===== src/sv/mcpt_pkg.sv =====
// Package for the multi-channel periodic timer: payload structs, opcodes,
// the token that travels along the channel chain, and default sizes.
// No dependencies.
`default_nettype none

package mcpt_pkg;

   localparam int NUM_CHANNELS = 16;
   localparam int MASK_WIDTH   = 16;
   localparam logic [15:0] SCAN_INTERVAL_RESET = 16'd10;

   localparam logic [2:0] OP_TICK   = 3'd0;
   localparam logic [2:0] OP_CREATE = 3'd1;
   localparam logic [2:0] OP_DELETE = 3'd2;
   localparam logic [2:0] OP_RELOAD = 3'd3;
   localparam logic [2:0] OP_SETPER = 3'd4;

   localparam logic [2:0] REG_SCAN_INTERVAL = 3'd0;

   typedef struct packed {
      logic [2:0]  opcode;
      logic [3:0]  channel;
      logic [31:0] period;
   } req_type;

   typedef struct packed {
      logic [MASK_WIDTH-1:0] fired_mask;
      logic                  found;
   } rsp_type;

   typedef struct packed {
      logic                  valid;
      logic [2:0]            opcode;
      logic [3:0]            channel;
      logic [31:0]           period;
      logic [31:0]           now;
      logic                  scan;
      logic [MASK_WIDTH-1:0] mask;
      logic                  found;
   } token_type;

endpackage

`default_nettype wire


===== src/sv/multi_channel_periodic_timer_core.sv =====
// Top level of the multi-channel periodic timer: tick counter, scan decision,
// configuration port, channel cell chain and result buffer.
// Depends on mcpt_pkg and mcpt_cell.
//
// Usage:
//   req channel: one transaction per operation (tick, create, delete,
//   reload, set period). req_stall is high while a transaction is in flight
//   or a second finished result is parked behind a stalled output.
//   rsp channel: exactly one result per request, in request order.
//   A request is latched, injected as a token into cell 0 on the next
//   cycle and walks one cell per cycle down the NUM_CHANNELS-cell chain;
//   each cell checks and updates its own channel as the token passes.
//   The result passes the request latch, the injection register, each cell
//   register and the result register before rsp_valid rises. A new request
//   is accepted only after the previous token has left the chain and
//   req_stall has dropped.
//   When the receiver stalls, one further finished result is held in a
//   skid register; after that req_stall stays high until rsp drains.
//   Reset (synchronous, active high) clears the tick count, the scan point,
//   all channel active flags and the buffers; scan_interval returns to 10.
//   Configuration: APB-style write of scan_interval at byte address 0.
`default_nettype none

module multi_channel_periodic_timer_core #(
   parameter int NUM_CHANNELS = mcpt_pkg::NUM_CHANNELS
) (
   input  wire logic              clock,
   input  wire logic              reset,
   input  wire logic              req_valid,
   output logic                   req_stall,
   input  wire mcpt_pkg::req_type req_payload,
   output logic                   rsp_valid,
   input  wire logic              rsp_stall,
   output mcpt_pkg::rsp_type      rsp_payload,
   input  wire logic              psel,
   input  wire logic              penable,
   input  wire logic              pwrite,
   input  wire logic [2:0]        paddr,
   input  wire logic [31:0]       pwdata,
   output logic [31:0]            prdata,
   output logic                   pready
);

   logic [15:0]         scan_interval_ff;
   logic [31:0]         tick_count_ff;
   logic [31:0]         last_scan_ff;
   logic                busy_ff;
   logic                pend_ff;
   mcpt_pkg::req_type   req_ff;
   mcpt_pkg::token_type inj_ff, inj_in;
   logic                rsp_valid_ff, hold_valid_ff;
   mcpt_pkg::rsp_type   rsp_ff, hold_ff, exit_rsp;

   mcpt_pkg::token_type chain [NUM_CHANNELS+1];

   logic        req_take;
   logic        rsp_take;
   logic        exit_valid;
   logic        csr_write;
   logic [31:0] since_scan;
   logic        do_scan;

   assign pready    = 1'b1;
   assign csr_write = psel && penable && pwrite && (paddr[2] == mcpt_pkg::REG_SCAN_INTERVAL[0]);
   assign prdata    = (paddr[2] == mcpt_pkg::REG_SCAN_INTERVAL[0]) ?
                      {16'b0, scan_interval_ff} : 32'b0;

   assign req_stall = busy_ff | hold_valid_ff;
   assign req_take  = req_valid & ~req_stall;
   assign rsp_valid = rsp_valid_ff;
   assign rsp_payload = rsp_ff;
   assign rsp_take  = rsp_valid_ff & ~rsp_stall;

   always_comb begin
      since_scan = tick_count_ff - last_scan_ff;
      do_scan = (req_ff.opcode == mcpt_pkg::OP_TICK) && (since_scan > {16'b0, scan_interval_ff});
      inj_in.valid   = pend_ff;
      inj_in.opcode  = req_ff.opcode;
      inj_in.channel = req_ff.channel;
      inj_in.period  = req_ff.period;
      inj_in.now     = tick_count_ff;
      inj_in.scan    = do_scan;
      inj_in.mask    = '0;
      inj_in.found   = 1'b0;
   end

   assign chain[0] = inj_ff;

   for (genvar i = 0; i < NUM_CHANNELS; i++) begin : g_cell
      mcpt_cell #(
         .CELL_INDEX(i)
      ) u_cell (
         .clock    (clock),
         .reset    (reset),
         .token_in (chain[i]),
         .token_out(chain[i+1])
      );
   end

   assign exit_valid          = chain[NUM_CHANNELS].valid;
   assign exit_rsp.fired_mask = chain[NUM_CHANNELS].mask;
   assign exit_rsp.found      = chain[NUM_CHANNELS].found;

   always_ff @(posedge clock) begin
      if (reset) begin
         scan_interval_ff <= mcpt_pkg::SCAN_INTERVAL_RESET;
         tick_count_ff    <= 32'd0;
         last_scan_ff     <= 32'd0;
         busy_ff          <= 1'b0;
         pend_ff          <= 1'b0;
         inj_ff.valid     <= 1'b0;
         rsp_valid_ff     <= 1'b0;
         hold_valid_ff    <= 1'b0;
      end else begin
         if (csr_write) begin
            scan_interval_ff <= pwdata[15:0];
         end
         if (req_take) begin
            busy_ff <= 1'b1;
            if (req_payload.opcode == mcpt_pkg::OP_TICK) begin
               tick_count_ff <= tick_count_ff + 32'd1;
            end
         end else if (exit_valid) begin
            busy_ff <= 1'b0;
         end
         pend_ff      <= req_take;
         inj_ff.valid <= inj_in.valid;
         if (pend_ff && do_scan) begin
            last_scan_ff <= tick_count_ff;
         end
         if (exit_valid) begin
            if (!rsp_valid_ff || rsp_take) begin
               rsp_valid_ff <= 1'b1;
            end else begin
               hold_valid_ff <= 1'b1;
            end
         end else if (rsp_take) begin
            if (hold_valid_ff) begin
               hold_valid_ff <= 1'b0;
            end else begin
               rsp_valid_ff <= 1'b0;
            end
         end
      end

      if (req_take) begin
         req_ff <= req_payload;
      end
      inj_ff.opcode  <= inj_in.opcode;
      inj_ff.channel <= inj_in.channel;
      inj_ff.period  <= inj_in.period;
      inj_ff.now     <= inj_in.now;
      inj_ff.scan    <= inj_in.scan;
      inj_ff.mask    <= inj_in.mask;
      inj_ff.found   <= inj_in.found;
      if (exit_valid) begin
         if (!rsp_valid_ff || rsp_take) begin
            rsp_ff <= exit_rsp;
         end else begin
            hold_ff <= exit_rsp;
         end
      end else if (rsp_take && hold_valid_ff) begin
         rsp_ff <= hold_ff;
      end
   end

endmodule

`default_nettype wire


===== src/sv/mcpt_cell.sv =====
// One timer channel of the chain: holds active flag, start and period,
// and updates the passing transaction token. Depends on mcpt_pkg.
`default_nettype none

module mcpt_cell #(
   parameter int CELL_INDEX = 0
) (
   input  wire logic                clock,
   input  wire logic                reset,
   input  wire mcpt_pkg::token_type token_in,
   output mcpt_pkg::token_type      token_out
);

   localparam logic HAS_BIT = (CELL_INDEX < mcpt_pkg::MASK_WIDTH);
   localparam int   MASK_BIT = (CELL_INDEX < mcpt_pkg::MASK_WIDTH) ? CELL_INDEX : 0;

   logic                active_ff, active_in;
   logic [31:0]         start_ff, start_in;
   logic [31:0]         period_ff, period_in;
   mcpt_pkg::token_type token_ff, token_in_next;

   logic        match;
   logic        fire;
   logic [31:0] elapsed;

   always_comb begin
      elapsed = token_in.now - start_ff;
      fire = token_in.valid && token_in.scan && active_ff && (elapsed > period_ff);
      match = token_in.valid && (32'(token_in.channel) == CELL_INDEX) &&
              ((token_in.opcode == mcpt_pkg::OP_CREATE) ||
               (token_in.opcode == mcpt_pkg::OP_DELETE) ||
               (token_in.opcode == mcpt_pkg::OP_RELOAD) ||
               (token_in.opcode == mcpt_pkg::OP_SETPER));

      active_in = active_ff;
      start_in  = start_ff;
      period_in = period_ff;
      token_in_next = token_in;

      if (fire) begin
         start_in = token_in.now;
         if (HAS_BIT) begin
            token_in_next.mask = token_in.mask | (mcpt_pkg::MASK_WIDTH'(1) << MASK_BIT);
         end
      end

      if (match) begin
         token_in_next.found = active_ff;
         case (token_in.opcode)
            mcpt_pkg::OP_CREATE: begin
               active_in = 1'b1;
               period_in = token_in.period;
               start_in  = token_in.now;
            end
            mcpt_pkg::OP_DELETE: begin
               active_in = 1'b0;
            end
            mcpt_pkg::OP_RELOAD: begin
               if (active_ff) begin
                  start_in = token_in.now;
               end
            end
            mcpt_pkg::OP_SETPER: begin
               if (active_ff) begin
                  period_in = token_in.period;
                  start_in  = token_in.now;
               end
            end
            default: begin
               active_in = active_ff;
            end
         endcase
      end
   end

   always_ff @(posedge clock) begin
      if (reset) begin
         active_ff      <= 1'b0;
         token_ff.valid <= 1'b0;
      end else begin
         active_ff      <= active_in;
         token_ff.valid <= token_in_next.valid;
      end
      start_ff          <= start_in;
      period_ff         <= period_in;
      token_ff.opcode   <= token_in_next.opcode;
      token_ff.channel  <= token_in_next.channel;
      token_ff.period   <= token_in_next.period;
      token_ff.now      <= token_in_next.now;
      token_ff.scan     <= token_in_next.scan;
      token_ff.mask     <= token_in_next.mask;
      token_ff.found    <= token_in_next.found;
   end

   assign token_out = token_ff;

endmodule

`default_nettype wire

===== config.mk =====
export PLATFORM = sky130hd
export DESIGN_NAME = multi_channel_periodic_timer_core
export DESIGN_NICKNAME = d
export VERILOG_FILES = /design/src/sv/mcpt_pkg.sv /design/src/sv/multi_channel_periodic_timer_core.sv /design/src/sv/mcpt_cell.sv
export SDC_FILE = /design/constraint.sdc
export NUM_CORES = 2
export LEC_CHECK = 0
export ABC_AREA = 1
export BUFFER_PORTS_ARGS = -buffer_cell sky130_fd_sc_hd__buf_2
export CAP_MARGIN = 0
export CELL_PAD_IN_SITES_DETAIL_PLACEMENT = 1
export CELL_PAD_IN_SITES_GLOBAL_PLACEMENT = 2
export CORE_MARGIN = 2
export CORE_UTILIZATION = 28
export CTS_CLUSTER_SIZE = 14
export DETAILED_ROUTE_END_ITERATION = 6
export PLACE_DENSITY = 0.63
export SLEW_MARGIN = 20
export SYNTH_ARGS = -nofsm -noshare
export SYNTH_HDL_FRONTEND = slang
export SYNTH_SLANG_ARGS = --single-unit

===== constraint.sdc =====
create_clock -name clock -period 6.75 [get_ports clock]
set_clock_uncertainty 0.2 [all_clocks]
set_input_delay 0.3375 -clock clock [delete_from_list [all_inputs] [get_ports clock]]
set_output_delay 0.3375 -clock clock [all_outputs]
set_load 0.02 [all_outputs]

* Yosys cells after proc, flatten, opt, wreduce, memory -nomap -nowiden
Cells that the tools add are included.
** Word-level totals
- Logic and storage cells :: 714
- Input port bits :: 81
- Output and inout port bits :: 52
- Bits in registers :: 2518
** Cells by class
- Equal/unequal tests :: 98
- Bitwise operators :: 7
- Reduce and logical (&&, ||, !) cells :: 227
- $lt $le $gt $ge :: 17
- Mux-type cells :: 141
- Add/subtract/negate cells :: 18
** Operators with widths (count)
- two-way mux 32 bit :: 64
- one-hot mux 32 bit (2 select lines) :: 32
- subtractor 32 bit :: 17
- greater-than comparator 32 bit :: 16
- equality test 3 x 2 -> 1 bit, second input constant :: 32
- logical AND 1 bit :: 86
- nonzero test 2 bit :: 35
- two-way mux 17 bit :: 3
- AND reduction 3 bit :: 17
- logical OR 1 bit :: 49
- equality test 3 x 1 -> 1 bit, second input constant :: 16
- equality test 3 bit, second input constant :: 16
- AND reduction 2 bit :: 20
- != test 2 x 1 -> 1 bit, second input constant :: 17
- adder 32 x 1 -> 32 bit, second input constant :: 1
- equality test 4 bit, second input constant :: 8
- greater-than comparator 32 x 16 -> 1 bit :: 1
- one-hot mux 1 bit (2 select lines) :: 16
- OR reduction 2 bit :: 16
- two-way mux 1 bit :: 25
- equality test 4 x 3 -> 1 bit, second input constant :: 4
- two-way mux 16 bit :: 1
- equality test 4 x 2 -> 1 bit, second input constant :: 2
- logical NOT 3 bit :: 2
- 7 further kinds :: 12

* Depth between registers and ports, before layout
- Depth after elaboration :: 7
- Mapped depth :: 29
- Depth with buffers taken out :: 28

* Modules after synthesis
A second synthesis with hierarchy kept.
** Second synthesis, totals
- Cell total of the unflattened synthesis :: 16267
- Area, all modules :: 134630.4 µm²
** By module, submodules not included
- mcpt_cell (g_cell[10].u_cell ...) :: sequential area each 3423.3 µm², times used 3, area each 7836.3 µm², cells each 929
- mcpt_cell (g_cell[13].u_cell ...) :: sequential area each 3423.3 µm², times used 2, area each 7850.0 µm², cells each 942
- mcpt_cell (g_cell[6].u_cell ...) :: sequential area each 3423.3 µm², times used 2, area each 7468.4 µm², cells each 919
- multi_channel_periodic_timer_core :: sequential area each 5335.1 µm², times used 1, area each 11033.1 µm², cells each 1397
- mcpt_cell (g_cell[11].u_cell) :: sequential area each 3423.3 µm², times used 1, area each 7931.4 µm², cells each 930
- mcpt_cell (g_cell[0].u_cell) :: sequential area each 3423.3 µm², times used 1, area each 7877.6 µm², cells each 939
- mcpt_cell (g_cell[12].u_cell) :: sequential area each 3423.3 µm², times used 1, area each 7846.3 µm², cells each 941
- mcpt_cell (g_cell[3].u_cell) :: sequential area each 3423.3 µm², times used 1, area each 7821.3 µm², cells each 929
- mcpt_cell (g_cell[15].u_cell) :: sequential area each 3423.3 µm², times used 1, area each 7800.0 µm², cells each 928
- mcpt_cell (g_cell[4].u_cell) :: sequential area each 3423.3 µm², times used 1, area each 7795.0 µm², cells each 933
- mcpt_cell (g_cell[8].u_cell) :: sequential area each 3423.3 µm², times used 1, area each 7472.2 µm², cells each 923
- mcpt_cell (g_cell[7].u_cell) :: sequential area each 3423.3 µm², times used 1, area each 7467.2 µm², cells each 921
- mcpt_cell (g_cell[5].u_cell) :: sequential area each 3423.3 µm², times used 1, area each 7440.9 µm², cells each 917

* Worst setup path before layout
No wires, ideal clock.
- Kind :: register to register
- Start point :: register g_cell[0].u_cell.token_ff (netlist bit g_cell[0].u_cell.token_out[18])
- End point :: register g_cell[1].u_cell.start_ff[30]
- Stages on the path, launching flop included :: 27
- Setup slack :: 2593 ps
- Data required time :: 6436 ps
- Buffers on the path :: 1
- Library setup time :: 114 ps
- Clock period less this slack :: 4157 ps
- Data arrival time :: 3842 ps
- Path through :: dfxtp_1 > inv_1 > ha_1 > inv_1 > fa_1 > nand3_1 > nand2_1 > a21boi_0 > o21ai_0 > nand3_1 > o2111ai_1 > nand2_1 > nand2_1 > nand2_1 > nand2_1 > xor2_1 > ha_1 > nand2_1 > nor3b_1 > nand3_1 > nor4_1 > a21oi_1 > nand2_1 > clkbuf_1 > nand2_1 > nand3_1 > nand2_1
** On the way
- Longest elaborated chain between the ends :: 7
** Ends and longest elaborated chain
- start, declared :: RTL line mcpt_cell.sv:20 : mcpt_pkg::token_type token_ff, token_in_next;
- subtractor 32 bit * :: RTL line mcpt_cell.sv:27 : elapsed = token_in.now - start_ff;
- greater-than comparator 32 bit * :: RTL line mcpt_cell.sv:28 : fire = token_in.valid && token_in.scan && active_ff && (elapsed > period_ff);
- logical AND 1 bit * :: RTL line mcpt_cell.sv:28
- two-way mux 32 bit * :: RTL line mcpt_cell.sv:40 : if (fire) begin
- two-way mux 32 bit :: RTL line mcpt_cell.sv:59, mcpt_cell.sv:64
- one-hot mux 32 bit (2 select lines) :: RTL line mcpt_cell.sv:49 : case (token_in.opcode)
- two-way mux 32 bit * :: RTL line mcpt_cell.sv:47 : if (match) begin
- net g_cell[1].u_cell.start_in[30] :: RTL line mcpt_cell.sv:18 : logic [31:0] start_ff, start_in;
- end signal, assigned :: RTL line mcpt_cell.sv:84 : start_ff <= start_in;
- end, declared :: RTL line mcpt_cell.sv:18
Mark *: on every way through the listed nets, which the timed path passes. The rest lies on a longest branch.
A chain may end at the register's enable or synchronous reset.

* Final worst setup path
- Start point :: register g_cell[11].u_cell.token_ff (netlist bit g_cell[11].u_cell.token_out[18])
- End point :: register g_cell[12].u_cell.start_ff[28]
** On the way
- Longest elaborated chain between the ends :: 7
** Ends and longest elaborated chain (RTL line)
- start, declared :: mcpt_cell.sv:20
- subtractor 32 bit * :: mcpt_cell.sv:27
- greater-than comparator 32 bit * :: mcpt_cell.sv:28
- logical AND 1 bit * :: mcpt_cell.sv:28
- two-way mux 32 bit * :: mcpt_cell.sv:40
- two-way mux 32 bit :: mcpt_cell.sv:59, mcpt_cell.sv:64
- one-hot mux 32 bit (2 select lines) :: mcpt_cell.sv:49
- two-way mux 32 bit * :: mcpt_cell.sv:47
- net g_cell[12].u_cell.start_in[28] :: mcpt_cell.sv:18
- end signal, assigned :: mcpt_cell.sv:84
- end, declared :: mcpt_cell.sv:18
Marked as above.

==> results.json <==
{
  "synth_async_sr_flop_share": 0,
  "synth_area_leaders": "dfxtp_1 (32%), edfxtp_1 (15%), ha_1 (11%)",
  "grt_pass1_vias": 99219,
  "crit_fanout": 23,
  "relSlewSlack": 0.233,
  "numCtsBuffers": 299,
  "cts_tree": "built",
  "synthFlopType": "dfxtp_1",
  "die_w_um": 657,
  "crit_path_max_incr_delay_ns": 0.41,
  "critPathLaunch": "g_cell[11].u_cell.token_out[18]$_DFF_P_",
  "report.final.slew_viol_count": 0,
  "rr_worst_depth": 28,
  "clock_sinks": 2518,
  "reg2reg_to": "g_cell[12].u_cell.start_ff[28]$_DFF_P_",
  "area_growth_syn_to_layout_pct": 16.2,
  "clk_path_buf_depth": 4,
  "port_buffers": 97,
  "r2r-start": "g_cell[11].u_cell.token_out[18]$_DFF_P_",
  "cp-end-kind": "flip-flop",
  "core_mm2": 0.424,
  "drt_iter0_drc": 4186,
  "fin_crit_sh": 0.852,
  "ys_ff_latch": 2518,
  "ctsRootBufferMaster": "clkbuf_16",
  "setup_viol": 0,
  "fmax_ghz": 0.174,
  "rows": 239,
  "power_density_mw_per_mm2": 247,
  "clk_latency_ns": 0.93,
  "tns_ns": 0,
  "cp_common_cell": "inv_1",
  "crit_slowest_cell": "fa_1",
  "synth_top_cell_by_area": "dfxtp_1",
  "final-hold-violation-count": 0,
  "synthCells": 14148,
  "fp.dieH_um": 657,
  "start_kind": "flip-flop",
  "yosys_warnings": 0,
  "detail-route-antenna-nets": 0,
  "grt_overflow": 0,
  "routabilityCongestion": 0.861,
  "syn_area_mm2": 0.119,
  "postCtsSetupBuffers": 0,
  "critPathKind": "flip-flop to flip-flop",
  "rsz0062_at_grt": "false",
  "vias": 95137,
  "grt_pass1_wl_um": 634000,
  "yosysUniqueCellTypes": 58,
  "drc_errors": 0,
  "path_clk_slew_ns": 0.06,
  "arrival_ns": 6.35,
  "antenna_found_initial": 18,
  "hold_class": "input port to flip-flop",
  "synth-edff-count": 585,
  "grt_max_degree": 64,
  "finalCriticalPeriod_ns": 5.75,
  "worstMarginPinSlew_ns": 1.14,
  "max-vdd-ir-drop_uv": 223,
  "maxCapViolCount": 0,
  "io_pins": 133,
  "fin_cells": 20413,
  "ctsHtreeMaxLevel": 5,
  "p_leak_nw": 63.7,
  "setup.worst_path.end": "g_cell[12].u_cell.start_ff[28]$_DFF_P_",
  "vias_per_cell": 4.66,
  "yosysTopAreaCellShare": 0.325,
  "drive_above_1_share": 0.0563,
  "path_depth": 28,
  "initial_utilization": 0.281,
  "fin_nets": 15624,
  "dpl.cell_count": 19709,
  "n_fill_cell": 49775,
  "syn_avg_cell_area_um2": 8.43,
  "status": "finished, final reports clean",
  "place_ws_ns": 0.937,
  "worstHoldStart": "penable",
  "track_usage": 0.191,
  "dieArea_mm2": 0.431,
  "first_pass_iters": 5,
  "cp.required_ns": 7.35,
  "timing.final.ws_setup_ns": 0.996,
  "wl_per_cell_um": 20.7,
  "rrSetupSlack_ns": 1.0,
  "critical-path-top-delay-family": "simple AND/OR/NAND/NOR gates",
  "hpwl_um": 334000,
  "wl_um": 422000,
  "seq_area_frac_synth": 0.472,
  "crit_buf_inv": 8
}
## cells in the mapped netlist, types with 96 or more instances
cell type  number
a21oi_1      1001
edfxtp_1      585
nor3_1        167
nor2_1        793
dfxtp_1      1933
xnor2_1       173
ha_1         1056
a22oi_1        96
inv_1        2252
xor2_1        343
clkbuf_1      290
nand3_1       914
o21ai_0       728
nand4_1       148
nand2_1      2625
o22ai_1       444
## routing by layer
| layer | vias up | wire length, µm | track usage |
|---|---|---|---|
| li1 | 47719 | - | - |
| met1 | 45784 | 185000 | 0.234 |
| met2 | 1108 | 214000 | 0.353 |
| met3 | 526 | 9510 | 0.0161 |
| met4 | 0 | 12900 | 0.0576 |
| met5 | - | 0 | 0 |
## final cells by class
type / instances / area (µm²) / area share
flip-flops and latches: 2518 / 56300 / 0.406
multi-input cells: 9009 / 53200 / 0.384
clock buffers: 428 / 8780 / 0.0634
inverters: 2269 / 8520 / 0.0615
well taps: 5663 / 7090 / 0.0511
repair buffers: 373 / 2970 / 0.0214
clock inverters: 126 / 1610 / 0.0116
diodes: 27 / 67.6 / 0.000488
## worst min path at each step
stage / depth (start not counted) / slack [ns] / to
3_5_place_dp: 0 / 0.11 / g_cell[6].u_cell.token_out[3]$_DFF_P_
2_1_floorplan: 0 / 0.11 / g_cell[10].u_cell.token_out[10]$_DFF_P_
6_report: 4 / 0.10 / scan_interval_ff[15]$_SDFFE_PP0P_
5_1_grt: 4 / 0.06 / busy_ff$_SDFFE_PP0P_
3_3_place_gp: 0 / 0.11 / g_cell[8].u_cell.token_out[4]$_DFF_P_
4_1_cts: 4 / 0.0002 / scan_interval_ff[4]$_SDFFE_PP0P_
## flip-flops by register name (all words and copies together), names as in the netlist, 16 cells and up
name,cells
g_cell.u_cell.token_out,1248
g_cell.u_cell.period_ff,512
g_cell.u_cell.start_ff,512
chain,73
inj_in,39
last_scan_ff,32
tick_count_ff,32
hold_ff,17
rsp_payload,17
g_cell.u_cell.active_ff,16
scan_interval_ff,16
## through the flow
stage	instance area, µm²	util	hold WS, ns	total power [W]
final	139000	0.327	0.104	0.0343
after global routing	139000	0.327	0.0640	0.0355
after CTS	138000	0.327	0.000196	0.0348
after detailed placement	127000	0.299	0.113	0.0175
after global placement	127000	0.299	0.109	0.0174
after floorplan	119000	-	0.110	0.0169
## cell usage in the layout (no fill, tap or decap), drive strengths merged, types with 444 or more instances in the layout
master and instances:
o22ai 444, nand3 916, inv 2271, nor2 802, edfxtp 585, dfxtp 1933, ha 1056, o21ai 755
nand2 2631, a21oi 1001
## power by group
part / leakage [nW] / internal [W] / switching (W)
clock network: 5.09 / 0.0103 / 0.00684
registers: 21.1 / 0.0157 / 0.000307
logic: 37.5 / 0.000400 / 0.000720
## kinds of logic after synthesis
family                   share of synthesized area
adder cells (fa/ha/maj)                      0.114
XOR/XNOR                                    0.0379
buffers and inverters                       0.0841
multiplexers                              0.000283
other                                    0.0000630
AO/OA/AOI/OAI                                0.125
AND/OR/NAND/NOR                              0.167
flip-flops                                   0.472
## worst min-delay path, cell delays in order
cell      delay, ns
buf_2          0.09
and3_1         0.21
clkinv_1       0.39
a21oi_1        0.12
## what timing repair did
action	CTS	global route
gates resized for setup	0	0
endpoints found under the hold margin	125	0
hold buffers	119	0
No activity file was read; power rests on OpenSTA's default activity.
